$ cat config.mk
export PLATFORM = sky130hd
export DESIGN_NAME = demo_message_deframer_flat
export DESIGN_NICKNAME = d
export VERILOG_FILES = /design/src/design/dmd_pkg.sv /design/src/design/dmd_if.sv /design/src/design/demo_message_deframer.sv /design/src/flat_wrapper.sv
export SDC_FILE = /design/constraint.sdc
export NUM_CORES = 1
export LEC_CHECK = 0
export BUFFER_PORTS_ARGS = -buffer_cell sky130_fd_sc_hd__buf_2
export CAP_MARGIN = 20
export CORE_MARGIN = 2
export CORE_UTILIZATION = 55
export DETAILED_ROUTE_END_ITERATION = 8
export PLACE_DENSITY_LB_ADDON = 0.08
export SLEW_MARGIN = 20
export SYNTH_ARGS = -nofsm -noshare
export SYNTH_HDL_FRONTEND = slang
export SYNTH_SLANG_ARGS = --single-unit
$ cat constraint.sdc
create_clock -name clock -period 9.1 [get_ports clock]
set_input_delay 0.455 -clock clock [delete_from_list [all_inputs] [get_ports clock]]
set_output_delay 0.455 -clock clock [all_outputs]
set_load 0.1 [all_outputs]
$ cat src/design/dmd_pkg.sv
// Shared constants and register codes for the message deframer.
// No dependencies; read first by the interfaces and the top level.
`default_nettype none

package dmd_pkg;

   localparam int BYTE_W  = 8;
   localparam int WORD_W  = 32;
   localparam int CSR_IDX_W = 8;

   // Message layout, in bytes
   localparam logic [3:0] FIXED_LEN = 4'd10;
   localparam logic [3:0] MULTI_OFS = 4'd6;
   localparam logic [3:0] PLAIN_OFS = 4'd2;
   localparam logic [3:0] FIELD_LEN = 4'd4;

   localparam logic [BYTE_W-1:0] MASK_RST  = 8'd7;
   localparam logic [BYTE_W-1:0] FSET_RST  = 8'd2;
   localparam logic [BYTE_W-1:0] MULTI_RST = 8'd3;
   localparam logic [WORD_W-1:0] LIMIT_RST = 32'd8192;

   typedef enum logic [CSR_IDX_W-1:0] {
      CSR_TYPE_MASK  = 8'd0,
      CSR_FIXED_CODE = 8'd1,
      CSR_MULTI_CODE = 8'd2,
      CSR_SIZE_LIMIT = 8'd3
   } csr_idx_type;

endpackage

`default_nettype wire

$ cat src/design/dmd_if.sv
// Valid/ready channel interfaces of the message deframer: input bytes,
// results and register writes. Depends on dmd_pkg.
`default_nettype none

interface dmd_req_if;
   logic                        valid;
   logic                        ready;
   logic [dmd_pkg::BYTE_W-1:0]  data_byte;
   logic                        end_of_buffer;

   modport source (output valid, output data_byte, output end_of_buffer, input ready);
   modport sink   (input valid, input data_byte, input end_of_buffer, output ready);
endinterface

interface dmd_rsp_if;
   logic                        valid;
   logic                        ready;
   logic [dmd_pkg::WORD_W-1:0]  complete_bytes;
   logic [dmd_pkg::WORD_W-1:0]  total_time;
   logic                        oversize_seen;

   modport source (output valid, output complete_bytes, output total_time,
                   output oversize_seen, input ready);
   modport sink   (input valid, input complete_bytes, input total_time,
                   input oversize_seen, output ready);
endinterface

interface dmd_csr_if;
   logic                           valid;
   logic                           ready;
   logic [dmd_pkg::CSR_IDX_W-1:0]  index;
   logic [dmd_pkg::WORD_W-1:0]     wdata;

   modport source (output valid, output index, output wdata, input ready);
   modport sink   (input valid, input index, input wdata, output ready);
endinterface

`default_nettype wire

$ cat src/design/demo_message_deframer.sv
// Message deframer: walks buffer bytes, sums whole messages and time bytes.
// Depends on dmd_pkg and the channel interfaces in dmd_if.sv.
//
//   channel | dir | words              | payload
//   req     | in  | one byte / word    | data_byte, end_of_buffer
//   rsp     | out | one per buffer     | complete_bytes, total_time, oversize_seen
//   csr     | in  | one register write | index, wdata
//
// One byte per cycle while req.ready is high; the per-byte update is a single pass
// from the message state registers into the next state and the result register.
// A result shows on rsp the cycle after its end-marked byte is taken.
// While a result waits and rsp.ready is low, req.ready is low.
// reset restores register defaults and clears all message state; csr is
// always ready.
`default_nettype none

module demo_message_deframer (
   input  wire logic  clock,
   input  wire logic  reset,
   dmd_req_if.sink    req,
   dmd_rsp_if.source  rsp,
   dmd_csr_if.sink    csr
);

   localparam int BW = dmd_pkg::BYTE_W;
   localparam int WW = dmd_pkg::WORD_W;

   // registers
   logic [BW-1:0] mask_ff, fset_ff, multi_ff;
   logic [WW-1:0] limit_ff;
   logic [WW-1:0] pos_ff, pos_in;
   logic [BW-1:0] kind_ff, kind_in;
   logic [BW-1:0] mtime_ff, mtime_in;
   logic [WW-1:0] len_ff, len_in;
   logic [WW-1:0] whole_ff, whole_in;
   logic [WW-1:0] ttot_ff, ttot_in;
   logic          over_ff, over_in;
   logic          rsp_valid_ff, rsp_valid_in;
   logic [WW-1:0] out_bytes_ff, out_time_ff;
   logic          out_over_ff;

   // per-byte logic
   logic          acc, last, started, is_fixed, is_multi, at_field_end, known, done;
   logic [BW-1:0] b, time_cur, kind_cur;
   logic [3:0]    ofs, field_end;
   logic [WW-1:0] len_cur, pos_next, whole_upd, ttot_upd;
   logic [WW:0]   whole_len, total, time_sum;
   logic [WW+1:0] whole_sum;
   logic          over_upd;

   assign acc  = req.valid && req.ready;
   assign b    = req.data_byte;
   assign last = req.end_of_buffer;
   assign req.ready = !rsp_valid_ff || rsp.ready;
   assign csr.ready = 1'b1;

   always_comb begin
      started  = (pos_ff != '0);
      time_cur = (pos_ff == '0) ? b : mtime_ff;
      kind_cur = (pos_ff == WW'(1)) ? (b & mask_ff) : kind_ff;
      is_fixed = (kind_cur == fset_ff);
      is_multi = (kind_cur == multi_ff);
      ofs       = is_multi ? dmd_pkg::MULTI_OFS : dmd_pkg::PLAIN_OFS;
      field_end = ofs + dmd_pkg::FIELD_LEN - 4'd1;

      len_cur = len_ff;
      for (int k = 0; k < 4; k++) begin
         if (started && !is_fixed && pos_ff == WW'(ofs + 4'(k))) begin
            len_cur[8*k +: 8] = len_ff[8*k +: 8] | b;
         end
      end

      whole_len    = {1'b0, len_cur} + (WW+1)'(ofs + dmd_pkg::FIELD_LEN);
      at_field_end = started && !is_fixed && (pos_ff == WW'(field_end));
      over_upd     = over_ff || (at_field_end && (whole_len > {1'b0, limit_ff}));
      known        = started && (is_fixed || (pos_ff >= WW'(field_end)));
      total        = is_fixed ? (WW+1)'(dmd_pkg::FIXED_LEN) : whole_len;
      pos_next     = (pos_ff == '1) ? pos_ff : pos_ff + WW'(1);
      done         = known && ({1'b0, pos_next} == total);

      whole_sum = (WW+2)'(whole_ff) + (WW+2)'(total);
      time_sum  = (WW+1)'(ttot_ff) + (WW+1)'(time_cur);
      whole_upd = whole_ff;
      ttot_upd  = ttot_ff;
      if (done) begin
         whole_upd = (whole_sum[WW+1:WW] != 2'b00) ? '1 : whole_sum[WW-1:0];
         ttot_upd  = time_sum[WW] ? '1 : time_sum[WW-1:0];
      end

      pos_in   = pos_ff;
      kind_in  = kind_ff;
      mtime_in = mtime_ff;
      len_in   = len_ff;
      whole_in = whole_ff;
      ttot_in  = ttot_ff;
      over_in  = over_ff;
      if (acc) begin
         whole_in = whole_upd;
         ttot_in  = ttot_upd;
         over_in  = over_upd;
         if (done || last) begin
            pos_in   = '0;
            kind_in  = '0;
            mtime_in = '0;
            len_in   = '0;
         end else begin
            pos_in   = pos_next;
            kind_in  = kind_cur;
            mtime_in = time_cur;
            len_in   = len_cur;
         end
         if (last) begin
            whole_in = '0;
            ttot_in  = '0;
            over_in  = 1'b0;
         end
      end

      rsp_valid_in = rsp_valid_ff;
      if (acc && last) begin
         rsp_valid_in = 1'b1;
      end else if (rsp.ready) begin
         rsp_valid_in = 1'b0;
      end
   end

   always_ff @(posedge clock) begin
      if (reset) begin
         pos_ff       <= '0;
         kind_ff      <= '0;
         mtime_ff     <= '0;
         len_ff       <= '0;
         whole_ff     <= '0;
         ttot_ff      <= '0;
         over_ff      <= 1'b0;
         rsp_valid_ff <= 1'b0;
      end else begin
         pos_ff       <= pos_in;
         kind_ff      <= kind_in;
         mtime_ff     <= mtime_in;
         len_ff       <= len_in;
         whole_ff     <= whole_in;
         ttot_ff      <= ttot_in;
         over_ff      <= over_in;
         rsp_valid_ff <= rsp_valid_in;
      end
   end

   always_ff @(posedge clock) begin
      if (acc && last) begin
         out_bytes_ff <= whole_upd;
         out_time_ff  <= ttot_upd;
         out_over_ff  <= over_upd;
      end
   end

   // register writes
   always_ff @(posedge clock) begin
      if (reset) begin
         mask_ff  <= dmd_pkg::MASK_RST;
         fset_ff  <= dmd_pkg::FSET_RST;
         multi_ff <= dmd_pkg::MULTI_RST;
         limit_ff <= dmd_pkg::LIMIT_RST;
      end else if (csr.valid && csr.ready) begin
         unique case (csr.index)
            dmd_pkg::CSR_TYPE_MASK:  mask_ff  <= csr.wdata[BW-1:0];
            dmd_pkg::CSR_FIXED_CODE: fset_ff  <= csr.wdata[BW-1:0];
            dmd_pkg::CSR_MULTI_CODE: multi_ff <= csr.wdata[BW-1:0];
            dmd_pkg::CSR_SIZE_LIMIT: limit_ff <= csr.wdata;
            default: ;
         endcase
      end
   end

   assign rsp.valid          = rsp_valid_ff;
   assign rsp.complete_bytes = out_bytes_ff;
   assign rsp.total_time     = out_time_ff;
   assign rsp.oversize_seen  = out_over_ff;

   a_last_gives_rsp: assert property (@(posedge clock) disable iff (reset)
      (acc && last) |=> rsp_valid_ff)
      else $error("end-marked byte produced no result");

   a_last_clears: assert property (@(posedge clock) disable iff (reset)
      (acc && last) |=> (pos_ff == '0 && whole_ff == '0 && ttot_ff == '0 && !over_ff))
      else $error("buffer state not cleared after end mark");

   a_over_sticky: assert property (@(posedge clock) disable iff (reset)
      $fell(over_ff) |-> ($past(reset) || $past(acc && last)))
      else $error("oversize flag dropped inside a buffer");

   a_stall_blocks: assert property (@(posedge clock) disable iff (reset)
      (rsp_valid_ff && !rsp.ready) |-> !req.ready)
      else $error("input taken while result stalled");

endmodule

`default_nettype wire
$ cat src/flat_wrapper.sv
// flat-port wrapper written by rule: the top's interface ports become plain ports
module demo_message_deframer_flat 
  (clock, reset, req_valid, req_data_byte, req_end_of_buffer, req_ready, rsp_valid, rsp_complete_bytes, rsp_total_time, rsp_oversize_seen, rsp_ready, csr_valid, csr_index, csr_wdata, csr_ready);
  dmd_req_if req_i ();
  dmd_rsp_if rsp_i ();
  dmd_csr_if csr_i ();
  input  wire logic clock;
  input  wire logic reset;
  input wire logic [$bits(req_i.valid)-1:0] req_valid;
  input wire logic [$bits(req_i.data_byte)-1:0] req_data_byte;
  input wire logic [$bits(req_i.end_of_buffer)-1:0] req_end_of_buffer;
  output wire logic [$bits(req_i.ready)-1:0] req_ready;
  output wire logic [$bits(rsp_i.valid)-1:0] rsp_valid;
  output wire logic [$bits(rsp_i.complete_bytes)-1:0] rsp_complete_bytes;
  output wire logic [$bits(rsp_i.total_time)-1:0] rsp_total_time;
  output wire logic [$bits(rsp_i.oversize_seen)-1:0] rsp_oversize_seen;
  input wire logic [$bits(rsp_i.ready)-1:0] rsp_ready;
  input wire logic [$bits(csr_i.valid)-1:0] csr_valid;
  input wire logic [$bits(csr_i.index)-1:0] csr_index;
  input wire logic [$bits(csr_i.wdata)-1:0] csr_wdata;
  output wire logic [$bits(csr_i.ready)-1:0] csr_ready;
  assign req_i.valid = req_valid;
  assign req_i.data_byte = req_data_byte;
  assign req_i.end_of_buffer = req_end_of_buffer;
  assign req_ready = req_i.ready;
  assign rsp_valid = rsp_i.valid;
  assign rsp_complete_bytes = rsp_i.complete_bytes;
  assign rsp_total_time = rsp_i.total_time;
  assign rsp_oversize_seen = rsp_i.oversize_seen;
  assign rsp_i.ready = rsp_ready;
  assign csr_i.valid = csr_valid;
  assign csr_i.index = csr_index;
  assign csr_i.wdata = csr_wdata;
  assign csr_ready = csr_i.ready;
  demo_message_deframer u_core (.clock(clock), .reset(reset), .req(req_i), .rsp(rsp_i), .csr(csr_i));
endmodule
## Word-level counts from Yosys, hierarchy flattened

Index checks and enable logic that the tools add are counted.

- Flip-flop bits (word level): 267
- Bits in latches: 0
- Bits in writable memories: 0
- Bits in read-only memories: 0
- Input port bits: 54
- Output and inout bits: 68
- Logic and storage cells: 93
- Memories kept: 0

- $add $sub $neg: 10
- Multiply operators: 0
- Divide/modulo/power cells: 0
- Magnitude comparators: 2
- Equal/unequal tests: 13
- Shifts and indexed selects: 0
- Multiplexer cells: 22
- Bitwise logic cells: 5
- Reduce and logical (&&, ||, !) cells: 26

Operators by type and width:

| cell | count |
|---|---|
| $mux W32 | 9 |
| $eq A32 B32 Y1 | 3 |
| $eq A32 B4 Y1 | 2 |
| $mux W8 | 8 |
| $add A32 B33 Y34 | 1 |
| $add A32 B33 Y33 | 1 |
| $add A32 B8 Y33 | 1 |
| $eq A32 B33 Y1 | 1 |
| $gt A33 B32 Y1 | 1 |
| $mux W33 | 1 |
| $add A32 B1 Y32 const B | 1 |
| $eq A32 B1 Y1 const B | 1 |
| $eq A32 B32 Y1 const B | 1 |
| $ge A32 B4 Y1 | 1 |
| $logic_not A32 Y1 | 1 |
| $or A8 B8 Y8 | 4 |
| $reduce_bool A32 Y1 | 1 |
| $eq A8 B2 Y1 const B | 2 |
| $eq A8 B8 Y1 | 2 |
| $logic_and A1 B1 Y1 | 11 |
| $add A4 B2 Y5 const B | 2 |
| $and A8 B8 Y8 | 1 |
| $eq A8 B1 Y1 const B | 1 |
| $logic_not A8 Y1 | 1 |
| other kinds (10) | 20 |

## Longest topological paths before layout

Gate-level depths: netlist (run 1).

- Depth after elaboration: 15
- Mapped depth: 46
- Mapped depth without buffers: 42

## Worst setup path after synthesis (run 1)

OpenSTA, ideal clock, no wires.

- Kind: register -> register
- Start: register u_core.pos_ff[1]
- End: register u_core.out_bytes_ff[21] (netlist: u_core.rsp.complete_bytes[21]), data pin
- Library setup time: 152 ps
- Arrival: 9,290 ps
- Data required time: 8,948 ps
- Slack: -342 ps
- Stages on the path, launching flop included: 43
- Buffers on the path: 5
- Clock period less this slack: 9,442 ps
- Cells stage by stage: dfxtp_1 > inv_1 > ha_1 > nor3b_1 > nand4_1 > or2_1 > buf_6 > buf_4 > clkbuf_1 > a21oi_1 > xor2_1 > nand4_1 > or4_1 > inv_1 > ha_1 > a211oi_1 > and2_1 > and2_0 > (+7 left out) > clkbuf_1 > nand4_1 > xnor2_1 > and2_1 > ha_1 > a21oi_1 > nor2b_1 > o21ai_0 > a31oi_1 > a41oi_1 > a21oi_1 > a21o_1 > or4_1 > a311o_1 > a31oi_1 > clkbuf_1 > nor2_1 > o21ai_0

- Cells in the longest elaborated chain, start to end: 14
- Elaborated cells on any way between the ends: 40
- Those cells by class: add/sub: 9; order compare: 1; eq/ne: 9; mux: 10; reduce/logical: 11

RTL lines:

| what | RTL line | source |
|---|---|---|
| start: declaration | demo_message_deframer.sv:31 | `logic [WW-1:0] pos_ff, pos_in;` |
| start signal: assignment | demo_message_deframer.sv:138 | `pos_ff <= pos_in;` |
| $eq A32 B1 Y1 | demo_message_deframer.sv:60 | `kind_cur = (pos_ff == WW'(1)) ? (b & mask_ff) : kind_ff;` |
| $mux W8 | demo_message_deframer.sv:60 |  |
| $eq A8 B8 Y1 | demo_message_deframer.sv:62 | `is_multi = (kind_cur == multi_ff);` |
| $mux W3 | demo_message_deframer.sv:63 | `ofs = is_multi ? dmd_pkg::MULTI_OFS : dmd_pkg::PLAIN_OFS;` |
| $add A4 B1 Y5 / $add A4 B2 Y5 (equally long branches) | demo_message_deframer.sv:68 | `if (started && !is_fixed && pos_ff == WW'(ofs + 4'(k))) begin` |
| $eq A32 B32 Y1 | demo_message_deframer.sv:68 |  |
| $logic_and A1 B1 Y1 | demo_message_deframer.sv:68 |  |
| $mux W8 | demo_message_deframer.sv:68 |  |
| $add A32 B33 Y33 | demo_message_deframer.sv:73 | `whole_len = {1'b0, len_cur} + (WW+1)'(ofs + dmd_pkg::FIELD_LEN);` |
| $mux W33 | demo_message_deframer.sv:77 | `total = is_fixed ? (WW+1)'(dmd_pkg::FIXED_LEN) : whole_len;` |
| $add A32 B33 Y34 | demo_message_deframer.sv:81 | `whole_sum = (WW+2)'(whole_ff) + (WW+2)'(total);` |
| $reduce_bool A2 Y1 | demo_message_deframer.sv:86 | `whole_upd = (whole_sum[WW+1:WW] != 2'b00) ? '1 : whole_sum[WW-1:0];` |
| $mux W32 | demo_message_deframer.sv:86 |  |
| $mux W32 (*) | demo_message_deframer.sv:85 | `if (done) begin` |
| net u_core.whole_upd[21] | demo_message_deframer.sv:46 | `logic [WW-1:0] len_cur, pos_next, whole_upd, ttot_upd;` |
| end signal: assignment | demo_message_deframer.sv:151 | `out_bytes_ff <= whole_upd;` |
| end: declaration | demo_message_deframer.sv:39 | `logic [WW-1:0] out_bytes_ff, out_time_ff;` |

Mark *: on every way through the listed nets, which the timed path passes. The rest lies on a longest branch.
A chain may end at the register's enable or synchronous reset.

## Worst setup path in the final report (run 1)

- Start: register u_core.pos_ff[25]
- End: register u_core.out_bytes_ff[7] (netlist: u_core.rsp.complete_bytes[7]), data pin

Same word-level chain as after synthesis.

==> flow_summary.toml, run 1 <==
[route]
route.top_layer_used = "met5"
avgViaCountPerCell = 6.43
drt-initial-drc-count = 1825
wl_met3_microns = 4900
routed_wl_microns = 60200
firstDrtPassIters = 6
post_drt_wl_per_cell_microns = 22.4
wl_met2_microns = 27500
vias = 17300
met1Wirelength_microns = 25000
ant_nets = 0
drc = 0

[die]
die_area_sq_um = 33200
die_w_microns = 182
die_y_microns = 182
ios = 122
initial_core_util_pct = 55.6
core_area_sq_um = 31400
rows = 65

[clocking]
h-tree-depth = 1
cts-buffers-inserted = 29
clock_latency_ns = 0.58
cts_buffer_depth = 3
ctsHoldBuffers = 0
tritoncts = "done"
clk_pin_slew_ns = 0.06
cts-root-buf = "clkbuf_16"
clkSinkCount = 267

[setup_path]
endpoint_kind = "flip-flop"
path_max_fanout = 8
r2r_cells = 41
critical_path_arrival_ns = 9.07
crit_required_ns = 9.42
critical_path_class = "reg2reg"
r2r_start = "u_core.pos_ff[25]$_SDFFE_PP0P_"
regToRegEndpoint = "u_core.rsp.complete_bytes[7]$_DFFE_PP_"
slowest_stage = "or4_4"
max_stage_delay_ns = 0.56
critPathLaunchType = "flip-flop"
r2r_slack_ns = 0.35

[yosys]
yosysWarnings = 0
ys_seq_area_share_pct = 34.4
synth.distinct_cells = 91
synth-seq-cells = 267
syn-num-nets = 2256
async_flop_share_pct = 0
syn-cell-area_sq_um = 17500
synth_area_per_cell_sq_um = 8.24
ys.flop_type = "dfxtp_1"
netlist_instances = 2117
synth_edf_count = 65

[global_route]
grt_overflow_total = 0
antenna_found_initial = 3
grt_pass1_wl_microns = 91700
grt_usage_pct = 35.1
grt_max_degree = 72
grt_pass1_vias = 16300

[power_and_ir_drop]
p_per_area_nw_per_um2 = 129
ir_drop_mv = 0.158
total_power_w = 0.00260
leakage_nw = 8.06

[cells_and_area]
area_growth_pct = 15.9
final_area_sq_um = 20200
layout.nets = 2404
drive_above_1_share_pct = 17.7
fill_cells = 2738

[timing]
min_period_over_period_pct = 96.2
tightestPinTransition_ns = 1.03
slew-limit-headroom_pct = 31.3
final_hold_viol_count = 0
fmax_ghz = 0.114
finalSetupTns_ns = 0
fin_skew_ns = 0.0128
setup_viol = 0
slew_viol_final = 0
period_needed_ns = 8.75

[place]
dp_hpwl_microns = 45100
io_buffer_count = 120
placed_cell_area_sq_um = 18900
gp_congestion = 1.02

[job]
cap_violations = 0

[worst_hold_path]
holdPathEnd = "u_core.limit_ff[13]$_SDFFE_PP1P_"
hold_path.class = "in2reg"
holdPathStages = 3
hp-start = "csr_wdata[13]"

[status]
status = "completed"
==> flip-flops by register name, indices dropped and copies added (netlist names), 32 cells and up <==
signal,flops
u_core.len_ff,32
u_core.limit_ff,32
u_core.pos_ff,32
u_core.rsp.complete_bytes,32
u_core.rsp.total_time,32
u_core.ttot_ff,32
u_core.whole_ff,32
==> cells in the final DEF, fill, tap and decap left out, types with 31 or more instances in the layout <==
master,netlist,layout
inv_1,79,78
clkbuf_16,0,31
a21oi_1,155,145
nand4_1,44,44
xnor2_1,73,71
a21o_1,33,33
buf_2,13,120
a31oi_1,37,35
nand2_1,245,244
nand3_1,57,55
nor3_1,52,50
o21ai_0,106,96
and3_1,36,35
ha_1,82,79
dfxtp_1,202,202
edfxtp_1,65,65
and2_1,33,31
xor2_1,35,35
nor2_1,179,172
o2bb2ai_1,43,43
buf_4,7,114
==> report_power, final <==
group | total (W) | leakage (nW) | switching, W | internal, W
Sequential | 0.00123 | 2.24 | 0.00000424 | 0.00123
Combinational | 0.000237 | 5.39 | 0.000185 | 0.0000521
Clock | 0.00113 | 0.433 | 0.000505 | 0.000627
==> worst max-delay path, delay by kind of cell (launching register included) <==
family | cells | cell delay (ns)
simple gates | 13 | 3.17
flops | 1 | 0.31
buf+inv | 6 | 0.91
fa+ha+maj | 3 | 0.77
compound gates | 17 | 2.86
xor+xnor | 2 | 0.46
==> area by class of cell <==
type	instances	area, sq um	share of cell area [%]
repair buffers	240	1580	7.80
flip-flops and latches	267	6000	29.6
diodes	2	5.00	0.0247
clock buffers	40	777	3.84
multi-input cells	1648	11000	54.2
inverters	79	297	1.47
clock inverters	14	111	0.551
well taps	402	503	2.49
==> per-stage QoR <==
step,setup WS [ns],util (%),hold WS (ns),std cells
3_5_place_dp,-0.275,60.3,0.444,2625
2_1_floorplan,0.00438,-,0.426,2117
5_1_grt,-0.0825,64.4,0.112,2690
6_report,0.348,64.4,0.0915,2692
4_1_cts,0.00805,63.2,0.0786,2679
3_3_place_gp,-0.143,60.3,0.440,2625
==> worst max path at each step <==
| stage | start | endpoint | slack (ns) | cells after the start |
|---|---|---|---|---|
| 2_1_floorplan | u_core.pos_ff[1]$_SDFFE_PP0P_ | u_core.rsp.complete_bytes[30]$_DFFE_PP_ | 0.004 | 43 |
| 3_3_place_gp | u_core.pos_ff[25]$_SDFFE_PP0P_ | u_core.rsp.complete_bytes[17]$_DFFE_PP_ | -0.14 | 37 |
| 3_5_place_dp | u_core.pos_ff[25]$_SDFFE_PP0P_ | u_core.rsp.complete_bytes[23]$_DFFE_PP_ | -0.27 | 37 |
| 4_1_cts | u_core.pos_ff[25]$_SDFFE_PP0P_ | u_core.rsp.complete_bytes[24]$_DFFE_PP_ | 0.008 | 40 |
| 5_1_grt | u_core.pos_ff[1]$_SDFFE_PP0P_ | u_core.rsp.complete_bytes[7]$_DFFE_PP_ | -0.08 | 44 |
| 6_report | u_core.pos_ff[25]$_SDFFE_PP0P_ | u_core.rsp.complete_bytes[7]$_DFFE_PP_ | 0.35 | 41 |
==> synth_stat cells (12+ instances only) <==
cell type | instances | share of area, %
nand2_1 | 245 | 5.3
dfxtp_1 | 202 | 23
nor2_1 | 179 | 3.8
a21oi_1 | 155 | 4.4
o21ai_0 | 106 | 3.0
clkbuf_1 | 99 | 2.1
ha_1 | 82 | 5.9
inv_1 | 79 | 1.7
xnor2_1 | 73 | 3.7
edfxtp_1 | 65 | 11
nand3_1 | 57 | 1.6
nor3_1 | 52 | 1.5
nand4_1 | 44 | 1.6
o2bb2ai_1 | 43 | 2.2
a31oi_1 | 37 | 1.3
and3_1 | 36 | 1.3
xor2_1 | 35 | 1.8
a21o_1 | 33 | 1.4
and2_1 | 33 | 1.2
nor4_1 | 32 | 1.1
mux2i_1 | 30 | 1.7
a22o_1 | 27 | 1.4
mux2_2 | 22 | 1.4
nand2b_1 | 19 | 0.68
nor2b_1 | 18 | 0.65
a211oi_1 | 16 | 0.69
o22ai_1 | 16 | 0.57
or2_2 | 16 | 0.57
o21a_1 | 15 | 0.65
a31o_2 | 13 | 0.65
buf_2 | 13 | 0.37
o211ai_1 | 13 | 0.56
and4_1 | 12 | 0.60
o21bai_1 | 12 | 0.52
or3_1 | 12 | 0.43
==> per-layer routing <==
metal  track usage, %  up-vias
met5                0        -
met4             15.5        6
met3             5.07      152
met2             57.7      829
met1             46.1     8216
li1                 -     8101
==> what timing repair did <==
item / 4_1_cts / 5_1_grt
cloned: 0 / 4
resized for setup: 8 / 56
setup endpoints to repair: 64 / 105
setup buffers: 0 / 7
pin swaps: 0 / 11
==> cell families after synthesis <==
family | synth area share [%]
flip-flops | 34.4
buffers and inverters | 4.65
multiplexers | 3.27
adder cells (fa/ha/maj) | 6.22
XOR/XNOR | 5.42
other | 0.0215
AND/OR/NAND/NOR | 22.7
AO/OA/AOI/OAI | 23.3
Note: power is estimated with default switching activity, not from simulation.
==> run 2, diff against run 1 <==
--- a/config.mk
+++ b/config.mk
@@ -5,12 +5,13 @@
 export SDC_FILE = /design/constraint.sdc
 export NUM_CORES = 1
 export LEC_CHECK = 0
+export ABC_AREA = 1
 export BUFFER_PORTS_ARGS = -buffer_cell sky130_fd_sc_hd__buf_2
 export CAP_MARGIN = 20
-export CORE_MARGIN = 2
 export CORE_UTILIZATION = 55
 export DETAILED_ROUTE_END_ITERATION = 8
 export PLACE_DENSITY_LB_ADDON = 0.08
+export SKIP_CTS_REPAIR_TIMING = 1
 export SLEW_MARGIN = 20
 export SYNTH_ARGS = -nofsm -noshare
 export SYNTH_HDL_FRONTEND = slang
==> run 2 against run 1 <==
  * Count of clock-buffer cells in the layout grew 2
  * Synthesized area grew 6.9%
  * Clock power grew 11%
  * Register-to-register slack gained 0.44 ns
  * Flip-flop and latch count is the same
  * Combinational power shrank 4%
  * Worst setup slack gained 0.44 ns
  * Die area grew 4.5%
  * Wire length shrank 5.8%
  * Highest routed layer is now met4
==> flow_summary.toml, run 2 <==
[global_route]
grt_max_degree = 99
grt_usage_pct = 32.7
grt_overflow_total = 0
grt_pass1_vias = 16800
antenna_found_initial = 0
grt_pass1_wl_microns = 89300

[yosys]
synth_edf_count = 65
syn-cell-area_sq_um = 18700
ys.flop_type = "dfxtp_1"
async_flop_share_pct = 0
ys_seq_area_share_pct = 32.1
synth.distinct_cells = 52
netlist_instances = 2812
yosys-top-cells-count = "764 x nand2_1, 379 x inv_1, 262 x a21oi_1"
synth_area_per_cell_sq_um = 6.63
synth-seq-cells = 267
syn-num-nets = 2951
synth_top_cell_area_share_pct = 21.7
synth_area_leader_cell = "dfxtp_1"
synth.top_cells.by_area = "dfxtp_1 22%, nand2_1 15%, edfxtp_1 10%, inv_1 7.6%, a21oi_1 7.0%"
yosysMostFrequentCell = "nand2_1"
yosysWarnings = 0

[cells_and_area]
final_cell_mix = "762 x nand2_1, 378 x inv_1, 261 x a21oi_1, 231 x nor2_1, 202 x dfxtp_1"
layout.nets = 3025
diodes = 0
layout_commonest_cell = "nand2_1"
post-route-util_pct = 61.2
final_area_sq_um = 20500
multi_input_area_sq_um = 10600
fill_cells = 3209
seq_area_sq_um = 6000
drive_above_1_share_pct = 9.21
area_growth_pct = 9.71

[power_and_ir_drop]
ir_drop_mv = 0.164
p_per_area_nw_per_um2 = 132
leakage_nw = 9.62

[route]
ant_nets = 0
routed_wl_microns = 56700
vias = 18700
firstDrtPassIters = 6
avgViaCountPerCell = 5.57
drt-initial-drc-count = 1812
drc = 0
post_drt_wl_per_cell_microns = 16.9

[timing]
final_hold_viol_count = 0
slew_viol_final = 0
worst_hold_slack_ns = 0.0992
fin_skew_ns = 0.0143
period_needed_ns = 8.31
setup_viol = 0
min_period_over_period_pct = 91.3
finalSetupTns_ns = 0
tightestPinTransition_ns = 1.08
fin_ws_ns = 0.790
rsz0062_at_grt = "no"
fmax_ghz = 0.120
slew-limit-headroom_pct = 27.4

[die]
ios = 122
die_w_microns = 186
initial_core_util_pct = 55.8
die_area_sq_um = 34700
core_area_sq_um = 33400
die_y_microns = 186
rows = 67

[clocking]
tritoncts = "done"
cts_buffer_depth = 3
clock_latency_ns = 0.60
clkSinkCount = 267
clk_pin_slew_ns = 0.06
cts-buffers-inserted = 30
h-tree-depth = 1
cts-root-buf = "clkbuf_16"

[setup_path]
critical_path_arrival_ns = 8.85
endpoint_kind = "flip-flop"
critical_path_class = "reg2reg"
critPathLaunchType = "flip-flop"
slowest_stage = "nor4_1"
max_stage_delay_ns = 0.59
path_common_cell = "nand2_1"
crit_required_ns = 9.64
path_max_fanout = 10

[job]
cap_violations = 0

[status]
status = "completed"

[worst_hold_path]
hold_path.class = "in2reg"

[place]
gp_congestion = 0.971
io_buffer_count = 120
placed_cell_area_sq_um = 19400
pre_cts_ws_ns = 0.376
dp_hpwl_microns = 41600
## run 2: changes by cell type after synthesis, moves of 61 or more
cell,before,now
nand2_1,245,764
nand4_1,44,141
inv_1,79,379
nand3_1,57,176
a21oi_1,155,262
clkbuf_1,99,38
## run 2: final timing paths
check                                     end                     startpoint  cells past startpoint  slack [ns]
max               u_core.over_ff$_SDFFE_PP0P_  u_core.pos_ff[1]$_SDFFE_PP0P_                     44        0.79
min          u_core.limit_ff[13]$_SDFFE_PP1P_                  csr_wdata[13]                      3         0.1
max reg2reg       u_core.over_ff$_SDFFE_PP0P_  u_core.pos_ff[1]$_SDFFE_PP0P_                     44        0.79
min reg2reg     u_core.len_ff[0]$_SDFFE_PP0P_  u_core.len_ff[0]$_SDFFE_PP0P_                      2        0.46
## run 2: cells by family after synthesis
logic type / count (synthesis) / synth area share [%]
buffers and inverters: 494 / 11.2
flip-flops: 267 / 32.1
other: 1 / 0.0201
AO/OA/AOI/OAI: 403 / 11.5
XOR/XNOR: 78 / 3.66
adder cells (fa/ha/maj): 85 / 5.82
AND/OR/NAND/NOR: 1484 / 35.7
## run 2: stage by stage
stage	power (W)	instances
6_report	0.00270	3358
5_1_grt	0.00278	3358
4_1_cts	0.00271	3357
3_5_place_dp	0.00148	3301
3_3_place_gp	0.00148	3301
2_1_floorplan	0.00143	2812
## run 2: critical path, delay by kind of cell (launching register included)
family / cells / cell delay (ns)
buffers and inverters: 8 / 0.99
DFF: 1 / 0.37
and+or+nand+nor: 22 / 3.52
AOI/OAI and AO/OA: 9 / 1.92
xor gates and xnor gates: 1 / 0.15
adders and majority gates: 4 / 1.29
## run 2: final cells by class
class                      instances  area share, %
multi-input combinational       2051           51.9
sequential                       267           29.3
inverter                         386           7.08
clock buffer                      42           4.23
timing repair buffer             150           4.07
tap                              448           2.74
clock inverter                    14          0.709
## run 2: routing by layer
metal	global-route usage, %	part of all wire (%)
met4	8.92	2.4
met3	3.68	6.7
met5	0	0
met1	45.2	45
met2	53.8	46
## run 2: power by group
part           switching, W  internal (W)
clock network      0.000527      0.000720
logic              0.000186     0.0000404
registers        0.00000462       0.00123
